[src/rtl/chc_pkg.sv]
// shared types and constants for the chained hash occurrence counter
package chc_pkg;
    localparam int KEY_W = 31;
    localparam int CNT_W = 31;
    localparam logic [CNT_W-1:0] CNT_MAX = {CNT_W{1'b1}};
    localparam logic REQ_INSERT = 1'b0;
    localparam logic REQ_QUERY  = 1'b1;
    localparam logic STATUS_OK   = 1'b0;
    localparam logic STATUS_FULL = 1'b1;
endpackage

[src/rtl/chc_front.sv]
// front end: accepts request items, reduces the key to a bucket and queues them
module chc_front #(
    parameter int BUCKET_COUNT = 1009,
    parameter int BKT_W = 10
) (
    input  logic                      i_clk,
    input  logic                      i_rst_n,
    input  logic                      i_valid,
    output logic                      o_ready,
    input  logic                      i_req,
    input  logic [chc_pkg::KEY_W-1:0] i_key,
    output logic                      o_valid,
    input  logic                      i_ready,
    output logic                      o_req,
    output logic [chc_pkg::KEY_W-1:0] o_key,
    output logic [BKT_W-1:0]          o_bucket
);
    import chc_pkg::*;

    // remainder before the last correction stays below twice the bucket count
    localparam int RW = BKT_W + 1;
    localparam int PW = KEY_W + 32;
    // reciprocal of the bucket count scaled by 2^32, rounded down
    localparam logic [31:0] RECIP = 32'((64'd1 << 32) / 64'(BUCKET_COUNT));
    localparam logic [1:0] P_MUL = 2'd0, P_SUB = 2'd1, P_FIN = 2'd2;

    // modulo unit: reciprocal multiply, low-bit subtract, one correction
    logic             r_busy, n_busy;
    logic [1:0]       r_phase, n_phase;
    logic             r_req;
    logic [KEY_W-1:0] r_key;
    logic [KEY_W-1:0] r_quot;
    logic [RW-1:0]    r_rem;

    // two entry queue towards the back end
    logic [1:0]           r_qv;
    logic [KEY_W+BKT_W:0] r_q [2];
    logic                 accept, push, pop;
    logic [PW-1:0]        prod;
    logic [RW-1:0]        fin;
    logic [KEY_W+BKT_W:0] item;

    assign o_ready = !r_busy;
    assign accept  = i_valid && !r_busy;
    assign push    = r_busy && r_phase == P_FIN && !r_qv[1];
    assign prod    = PW'(r_key) * PW'(RECIP);
    assign fin     = (r_rem >= RW'(BUCKET_COUNT)) ? r_rem - RW'(BUCKET_COUNT) : r_rem;
    assign item    = {r_req, r_key, fin[BKT_W-1:0]};

    // phase sequencing, the last phase holds while the queue is full
    always_comb begin
        n_busy  = r_busy;
        n_phase = r_phase;
        case (r_phase)
            P_MUL: if (r_busy) n_phase = P_SUB;
            P_SUB: n_phase = P_FIN;
            P_FIN: if (push) begin
                n_busy  = 1'b0;
                n_phase = P_MUL;
            end
            default: n_phase = P_MUL;
        endcase
        if (accept) n_busy = 1'b1;
    end

    always_ff @(posedge i_clk) begin
        if (!i_rst_n) begin
            r_busy  <= 1'b0;
            r_phase <= P_MUL;
        end else begin
            r_busy  <= n_busy;
            r_phase <= n_phase;
        end
        if (accept) begin
            r_req <= i_req;
            r_key <= i_key;
        end
        // estimated quotient is exact or one short
        if (r_busy && r_phase == P_MUL)
            r_quot <= prod[PW-1:32];
        if (r_phase == P_SUB)
            r_rem <= RW'(r_key) - RW'(r_quot) * RW'(BUCKET_COUNT);
    end

    // queue bookkeeping
    assign pop     = r_qv[0] && i_ready;
    assign o_valid = r_qv[0];
    assign o_req   = r_q[0][KEY_W+BKT_W];
    assign o_key   = r_q[0][KEY_W+BKT_W-1:BKT_W];
    assign o_bucket = r_q[0][BKT_W-1:0];

    always_ff @(posedge i_clk) begin
        if (!i_rst_n) begin
            r_qv <= '0;
        end else begin
            case ({push, pop})
                2'b10: r_qv <= {r_qv[0], 1'b1};
                2'b01: r_qv <= {1'b0, r_qv[1]};
                default: r_qv <= r_qv;
            endcase
        end
        if (push && r_qv[0] && !pop)
            r_q[1] <= item;
        if (push && (!r_qv[0] || pop))
            r_q[0] <= item;
        else if (pop)
            r_q[0] <= r_q[1];
    end
endmodule

[config.mk]
export PLATFORM = sky130hd
export DESIGN_NAME = chc_front
export DESIGN_NICKNAME = d
export VERILOG_FILES = /design/src/rtl/chc_pkg.sv /design/src/rtl/chc_front.sv
export SDC_FILE = /design/constraint.sdc
export NUM_CORES = 1
export LEC_CHECK = 0
export BUFFER_PORTS_ARGS = -buffer_cell sky130_fd_sc_hd__buf_2
export CORE_UTILIZATION = 40
export CTS_BUF_LIST = sky130_fd_sc_hd__clkbuf_4 sky130_fd_sc_hd__clkbuf_8
export DETAILED_ROUTE_END_ITERATION = 8
export PLACE_DENSITY = 0.53
export SYNTH_ARGS = -nofsm -noshare
export SYNTH_HDL_FRONTEND = slang
export SYNTH_SLANG_ARGS = --single-unit
[constraint.sdc]
create_clock -name i_clk -period 9.2 [get_ports i_clk]
set_input_delay 0.92 -clock i_clk [delete_from_list [all_inputs] [get_ports i_clk]]
set_output_delay 0.92 -clock i_clk [all_outputs]
set_load 0.03 [all_outputs]
### After elaboration in Yosys (flattened, before gate mapping)

Memory sizes are Yosys's and may differ from the RTL's.
Index checks and enable logic that the tools add are counted.

| word-level totals | value |
|---|---|
| register bits | 59 |
| RAM bits | 84 |
| bits of input ports | 36 |
| output and inout port bits | 44 |
| memories | 1 |

Memory list:

| memory | depth | bits a word | read ports | clocked after memory_dff | wr ports | line | text |
|---|---|---|---|---|---|---|---|
| r_q | 2 | 42 | 2 | 0 | 1 | chc_front.sv:37 | `logic [KEY_W+BKT_W:0] r_q [2];` |

| operators by class | value |
|---|---|
| $add $sub $neg | 2 |
| multipliers | 2 |
| magnitude comparators | 1 |
| eq/ne operators | 6 |
| mux-type cells | 19 |
| bitwise gates (word level) | 1 |
| reduce and logical (&&, ||, !) cells | 20 |

Operators with widths:

| operator | number |
|---|---|
| 42-bit two-way mux | 2 |
| 31-bit by 23-bit multiplier with 43-bit output (second input constant) | 1 |
| 42-bit OR reduction | 1 |
| 1-bit two-way mux | 12 |
| 11-bit by 10-bit >= comparator with 1-bit output (second input constant) | 1 |
| 11-bit by 10-bit multiplier with 11-bit output (second input constant) | 1 |
| 11-bit subtractor | 1 |
| 10-bit two-way mux | 1 |
| 10-bit subtractor (second input constant) | 1 |
| 1-bit logical AND | 8 |
| 2-bit one-hot mux with 3 select lines | 1 |
| 2-bit nonzero test | 3 |
| 2-bit by 1-bit == test with 1-bit output (second input constant) | 2 |
| 2-bit == test (second input constant) | 2 |
| 1-bit zero test | 4 |
| 2-bit two-way mux | 2 |
| 2-bit != test (second input constant) | 2 |
| 2-bit one-hot mux with 2 select lines | 1 |
| 2-bit AND reduction | 2 |
| 2-bit zero test | 1 |
| 1-bit logical OR | 1 |
| 1-bit bitwise OR | 1 |

### Logic depth before layout (Yosys ltp)

Gate-level depths: netlist of run 1.

| depth | value |
|---|---|
| word-level depth | 9 |
| gate-level depth with buffers | 20 |
| mapped depth without buffers | 20 |

### Worst setup path after synthesis of run 1

Ideal clock, no wire load.

| path | value |
|---|---|
| path kind | reg2reg |
| from | register r_key[7] |
| to | register r_quot[3], data pin |
| arrival time | 5.670 ns |
| required time | 8.945 ns |
| setup slack | 3.274 ns |
| stages on the path, launching flop included | 19 |
| buffers on the path | 0 |
| cell sequence | edfxtp_1 > ha_1 > xor2_1 > ha_1 > or2_2 > fa_1 > fa_1 > fa_1 > fa_1 > inv_1 > fa_1 > inv_1 > ha_1 > a21o_1 > a21o_1 > a21oi_1 > a21boi_0 > or4_1 > and3_1 |

| between the ends | value |
|---|---|
| word-level cells in the longest chain between the ends | 1 |

Ends and longest elaborated chain:

| element | line | text |
|---|---|---|
| from (decl) | chc_front.sv:31 | `logic [KEY_W-1:0] r_key;` |
| from (signal assigned) | chc_front.sv:76 | `r_key <= i_key;` |
| 31-bit by 23-bit multiplier with 43-bit output | chc_front.sv:46 | `assign prod = PW'(r_key) * PW'(RECIP);` |
| via prod[35] | chc_front.sv:39 | `logic [PW-1:0] prod;` |
| to (signal assigned) | chc_front.sv:80 | `r_quot <= prod[PW-1:32];` |
| to (decl) | chc_front.sv:32 | `logic [KEY_W-1:0] r_quot;` |

The timed path passes the listed nets, and every way through them passes these cells.
A chain may end at the register's enable or synchronous reset.

### Worst setup path in the final report of run 1

| path | value |
|---|---|
| from | register r_key[5] |
| to | register r_quot[8], data pin |

The elaborated chain is that of the path after synthesis.

==> summary.txt, run 1 <==
Area delta synth->final -> 9.75%
Drt pass-1 iters -> 5
Crit-path most repeated cell -> fa_1
Final Hold Fails -> 0
Count of flip-flops with a built-in enable after synthesis -> 138
Synth unique cells -> 58
Worst skew pair latency -> 0.48 ns
Status -> finished clean
Synth Cell Area -> 15500 um^2
Hpwl dp -> 32800 um
Grt total ovfl -> 0
Post-Synthesis Net Count -> 1903
Clk buf depth -> 2
Global-route wire length before repair -> 61000 um
Most area-hungry cell type in the Yosys netlist -> fa_1
Routability congestion estimate from global placement -> 0.938
Largest delay share family, worst path -> adder cells
Routed wire length -> 38600 um
Critical path required time -> 9.49 ns
Placeable Area -> 37900 um^2
Resized Gates After CTS -> 0
Ant. Diodes -> 0
Commonest cells after routing, fill and taps aside -> inv_1, ha_1, fa_1, edfxtp_1, buf_2
Critical path arrival -> 6.91 ns
Max incr delay on CP -> 0.74 ns
CP cell instances -> ha_1 > xor2_1 > ha_1 > or2_2 > fa_1 > fa_1 > fa_1 > fa_1 > inv_1 > fa_1 > inv_1 > ha_1 > nand4_1 > nor3_1 > nand3_1 > a311oi_2 > nor2_1 > o311ai_1
Synth Flop Type -> edfxtp_1
Antenna-violating nets left -> 0
Share of cells above drive strength 1 -> 9.84%
Max cap viols -> 0
Fmax achieved -> 0.151 GHz
Die width -> 199 um
Largest net degree at the start of global routing -> 35
WP buf/inv -> 2
Synthesized flop and latch total -> 143
Die Y -> 199 um
CTS clock-pin slew for the worst setup and hold paths -> 0.09 ns
Fin Clk Skew -> 0.0133 ns
CP max FO -> 10
Initial Util -> 41.0%
Total track usage -> 21.2%
Leading post-synthesis cells by cell area -> fa_1, edfxtp_1, ha_1, inv_1, xnor2_1
Max_slew headroom -> 32.8%
Post-CTS Setup Bufs -> 0
CTS tree -> done
Final max-slew violation count -> 0
Avg Cell Area, Syn -> 11.1 um^2
Worst-margin pin slew -> 0.993 ns
Unrepaired setup endpoints after global routing -> false
I/O Pins -> 80
Async set-reset flop share out of synthesis -> 0%
Vias in the first global route -> 10500
Finish-stage setup viols -> 0
Critical-path top delay cell -> edfxtp_1
Via Count -> 9630
Vias/cell -> 4.76
Fin crit share -> 71.9%
Fin nets -> 1999
Number of core rows -> 71
Setup TNS -> 0 ns
Fin crit period -> 6.62 ns
Seq/Total Area, Yosys -> 27.3%
I/O Buffers -> 79
Residual DRC count -> 0
Critical path type -> flop to flop
H-tree levels -> 4
Drt wl/cell -> 19.0 um
Detailed Route Iter0 Violations -> 465
Most common cell after layout, fill and taps aside -> inv_1
TritonCTS buffer count -> 17
Clk sinks -> 143
R2R cell count -> 18
Share of the synthesized area in the top cell type -> 26.9%
DIE AREA -> 39600 um^2
Crit end category -> flop
Worst Hold Class -> flop to flop
Initial antenna violation count -> 1
Post-CTS Hold Fix Bufs -> 0
CP Depth -> 18
Startpoint Class -> flop
Hold Path Depth -> 0
Post-Syn Instances -> 1405
Warnings, synthesis -> 0
CTS root buf -> clkbuf_8
-- flip-flops by register name, summed over array words and instances (netlist names) --
name	flops
r_quot	11
r_rem	11
r_qv	2
r_busy	1
r_key	31
r_q	84
r_phase	2
r_req	1
-- cell families after synthesis --
| family | Yosys count | share of synthesized area (%) |
|---|---|---|
| AOI/OAI and AO/OA | 139 | 5.53 |
| buffers and inverters | 407 | 9.84 |
| xor gates and xnor gates | 60 | 3.38 |
| DFF | 143 | 27.3 |
| and+or+nand+nor | 184 | 5.87 |
| muxes | 10 | 0.741 |
| adders and majority gates | 462 | 47.3 |
-- synthesized netlist by cell type, types with 3 or more instances --
library cell	instances
a211o_1	3
a211oi_1	4
a21o_1	13
a21oi_1	37
a31oi_1	3
and2_1	12
and3_1	4
and4_1	4
clkbuf_1	6
dfxtp_1	5
edfxtp_1	138
fa_1	209
ha_1	253
inv_1	400
mux2_2	8
nand2_1	72
nand2b_1	4
nand3_1	14
nand4_1	4
nor2_1	28
nor2b_1	6
nor3_1	9
nor3b_1	5
o21a_1	5
o21ai_0	51
or2_2	10
xnor2_1	37
xor2_1	23
-- metal layers --
| layer | global-route usage [%] | up-vias | wire length (um) |
|---|---|---|---|
| met5 | 0 | - | 0 |
| met4 | 5.36 | 0 | 737 |
| met3 | 3.93 | 33 | 1640 |
| met2 | 34.8 | 151 | 18600 |
| met1 | 28.8 | 4769 | 17600 |
| li1 | - | 4677 | - |
-- path summary, 6_finish.rpt --
path / from / endpoint / slack [ns]
worst min register to register: r_req / r_q[1][41] / 0.48
worst max-delay path: r_key[5] / r_quot[8] / 2.58
worst max register to register: r_key[5] / r_quot[8] / 2.58
worst min-delay path: r_req / r_q[1][41] / 0.48
-- worst register-to-register path, cell delays in order, from the launching register on --
cell      delay, ns
edfxtp_1       0.74
ha_1           0.40
xor2_1         0.19
ha_1           0.20
or2_2          0.30
fa_1           0.40
fa_1           0.56
fa_1           0.45
fa_1           0.56
inv_1          0.07
fa_1           0.54
inv_1          0.05
ha_1           0.36
nand4_1        0.21
nor3_1         0.34
nand3_1        0.24
a311oi_2       0.48
nor2_1         0.12
o311ai_1       0.24
-- through the flow --
stage	area, um^2	instances	util [%]	setup WS, ns	hold slack, ns
final	17000	2025	44.9	2.58	0.478
after global routing	17000	2025	44.9	2.27	0.484
after CTS	17000	2025	44.9	2.55	0.479
after detailed placement	16600	1993	43.8	2.58	0.461
after global placement	16600	1993	43.8	2.63	0.443
after floorplan	15500	1405	-	3.27	0.426
-- final cells by class --
| class | instances | area (um^2) |
|---|---|---|
| timing repair buffer | 84 | 433 |
| fill | 3626 | 20900 |
| inverter | 400 | 1500 |
| tap | 511 | 639 |
| sequential | 143 | 4240 |
| clock inverter | 15 | 199 |
| multi-input combinational | 855 | 9800 |
| clock buffer | 17 | 234 |
Power of run 1 is not shown: default switching activity piles up to over one toggle a cycle in this logic, so the estimate is an artifact.
==> run 2, diff against run 1 <==
Settings changed: ABC_AREA from default to 1, PLACE_DENSITY 0.53 to 0.55.
Clock period 9.2 ns to 5.95 ns, I/O delays scaled along.
==> run 2 against run 1 <==
Flip-flop and latch count stayed put. Register-to-register slack worse by 2.3 ns. Count of clock-buffer cells in the layout is 1 higher. Synthesized cell count is 22% higher. Largest cell class unchanged. Die area is 5.4% higher.
==> summary.txt, run 2 <==
Status -> finished clean
R2R cell count -> 22 (+4)
Critical path type -> flop to flop
Max cap viols -> 0 (unchanged)
Number of core rows -> 73 (+2.8%)
Antenna-violating nets left -> 0 (unchanged)
Initial antenna violation count -> 1 (unchanged)
Die width -> 204 um (+2.7%)
Most common cell after layout, fill and taps aside -> inv_1
Final core utilization -> 46.5% (+1.6 points)
Finish-stage setup viols -> 0 (unchanged)
Residual DRC count -> 0 (unchanged)
Share of the synthesized area in the top cell type -> 25.5% (-1.4 points)
Initial Util -> 40.9% (-0.089 points)
Fin crit share -> 96.0% (+24 points)
Vias in the first global route -> 11800 (+12%)
Max reg flops -> 84 (unchanged)
WHS -> 0.283 ns (-0.194 ns)
Area delta synth->final -> 13.8%
Worst Hold Class -> primary input to flop
Worst-margin pin slew -> 1.01 ns (+0.0150 ns)
Fmax achieved -> 0.175 GHz (+16%)
Critical path required time -> 6.19 ns (-3.30 ns)
Placeable Area -> 40100 um^2 (+5.7%)
Most area-hungry cell type in the Yosys netlist -> fa_1
Final Hold Fails -> 0 (unchanged)
TritonCTS buffer count -> 17 (unchanged)
Routability congestion estimate from global placement -> 0.928 (-1.2%)
Detailed Route Iter0 Violations -> 589 (+27%)
Top reg by flops -> r_q
Fin crit period -> 5.71 ns (-0.902 ns)
DIE AREA -> 41800 um^2 (+5.4%)
Warnings, synthesis -> 0 (unchanged)
CTS tree -> done
Total track usage -> 21.1% (-0.14 points)
Clk sinks -> 143 (unchanged)
I/O Pins -> 80 (unchanged)
Grt total ovfl -> 0 (unchanged)
Largest net degree at the start of global routing -> 43 (+23%)
Synth Flop Type -> edfxtp_1
CTS root buf -> clkbuf_8
Worst skew pair latency -> 0.49 ns (about the same)
Count of flip-flops with a built-in enable after synthesis -> 138 (unchanged)
Drt pass-1 iters -> 5 (unchanged)
Ant. Diodes -> 0 (unchanged)
Vias/cell -> 4.72 (-0.82%)
CP max FO -> 4 (-6)
Synth Cell Area -> 16400 um^2 (+5.5%)
Startpoint Class -> flop
Synth unique cells -> 37 (-36%)
Post-Syn Instances -> 1710 (+22%)
Via Count -> 11400 (+19%)
Post-Synthesis Net Count -> 2208 (+16%)
Final max-slew violation count -> 0 (unchanged)
H-tree levels -> 4 (unchanged)
Unrepaired setup endpoints after global routing -> true
Max_slew headroom -> 32.6% (-0.23 points)
Seq/Total Area, Yosys -> 25.9% (-1.4 points)
I/O Buffers -> 79 (unchanged)
Hpwl dp -> 36500 um (+11%)
Fin Clk Skew -> 0.0224 ns (+0.00912 ns)
Share of cells above drive strength 1 -> 13.1% (+3.3 points)
Async set-reset flop share out of synthesis -> 0% (unchanged)
Drt wl/cell -> 17.2 um (-9.8%)
Count leader, synth -> inv_1
Routed wire length -> 41600 um (+8.0%)
Die Y -> 204 um (+2.7%)
Critical path arrival -> 5.95 ns (-0.96 ns)
Global-route wire length before repair -> 65400 um (+7.3%)
Leading post-synthesis cells by cell area -> fa_1, edfxtp_1, ha_1, inv_1, nand2_1
Fillers -> 3902 (+7.6%)
Commonest cells after routing, fill and taps aside -> inv_1, nand2_1, ha_1, fa_1, edfxtp_1
CTS clock-pin slew for the worst setup and hold paths -> 0.09 ns (about the same)
Synthesized flop and latch total -> 143 (unchanged)
Clk buf depth -> 2 (unchanged)
Crit end category -> flop
Fin nets -> 2384 (+19%)
Hold Path Depth -> 1 (+1)
Avg Cell Area, Syn -> 9.58 um^2 (-13%)
Top post-synthesis cells by count -> inv_1, nand2_1, ha_1, fa_1, edfxtp_1
Top flop regs -> r_q (84), r_key (31)
-- run 2: cell count changes in the layout (fill, tap and decap cells not counted), moves of 9 or more --
cell | previous run | this run
a21oi_2 | 0 | 9
and2_1 | 12 | 0
buf_4 | 5 | 87
inv_1 | 400 | 484
nand2_1 | 72 | 273
nand3_1 | 14 | 33
nor2_1 | 27 | 72
xnor2_1 | 37 | 16
-- run 2: stage by stage --
step           TNS (ns)  cell area (um^2)  worst slack [ns]  instances
3_3_place_gp          0             17800            0.0218       2358
4_1_cts               0             18200            0.0202       2390
2_1_floorplan         0             16400             0.465       1710
3_5_place_dp          0             17800            0.0629       2358
5_1_grt          -0.129             18600           -0.0563       2424
6_report              0             18600             0.235       2424
-- run 2: final cells by class --
| cell class | count | area (um^2) | share of cell area, % |
|---|---|---|---|
| Clock inverter | 14 | 173 | 0.926 |
| Inverter | 485 | 1820 | 9.76 |
| Clock buffer | 18 | 248 | 1.33 |
| Multi-Input combinational cell | 1073 | 10500 | 56.1 |
| Timing Repair Buffer | 166 | 1050 | 5.62 |
| Sequential cell | 143 | 4240 | 22.8 |
| Tap cell | 525 | 657 | 3.52 |
-- run 2: cell families after synthesis --
logic type               count (synthesis)  share of synthesized area (%)
buffers and inverters                  494                           11.4
flip-flops                             143                           25.9
AO/OA/AOI/OAI                          132                           4.44
adder cells (fa/ha/maj)                462                           44.9
AND/OR/NAND/NOR                        432                           10.8
XOR/XNOR                                47                           2.56
-- run 2: final timing paths --
kind | start | to | slack (ns)
worst max-delay path | r_key[2] | r_quot[6] | 0.24
worst min register to register | r_req | r_q[1][41] | 0.47
worst min-delay path | i_key[16] | r_key[16] | 0.28
worst max register to register | r_key[2] | r_quot[6] | 0.24
-- run 2: critical path, stage by stage, from the launching register on --
cell      delay, ns
edfxtp_1       0.52
buf_4          0.19
ha_1           0.33
fa_1           0.51
ha_1           0.24
fa_1           0.58
fa_1           0.46
fa_1           0.56
inv_1          0.06
fa_1           0.53
inv_1          0.04
ha_1           0.30
nand2_1        0.12
nor2_1         0.14
nor3b_2        0.25
buf_4          0.16
nand2_1        0.05
nand2_1        0.09
nand2_1        0.06
nand2_1        0.06
nand2_1        0.08
nand3_1        0.08
nand2_1        0.07
-- run 2: timing repair --
action                     CTS  global route
hold buffers                 0             0
resized for setup            0            32
buffers inserted             0            34
setup endpoints to repair    0            11
-- run 2: metal layers --
layer	up-vias	routed length [um]	track usage [%]	share of wire, %
li1	5629	-	-	-
met5	-	9	0	0.022
met2	188	20000	34.2	48
met4	2	1140	7.65	2.7
met1	5568	19000	28.3	46
met3	46	1460	3.46	3.5
Power of run 2 is left out for the same reason.
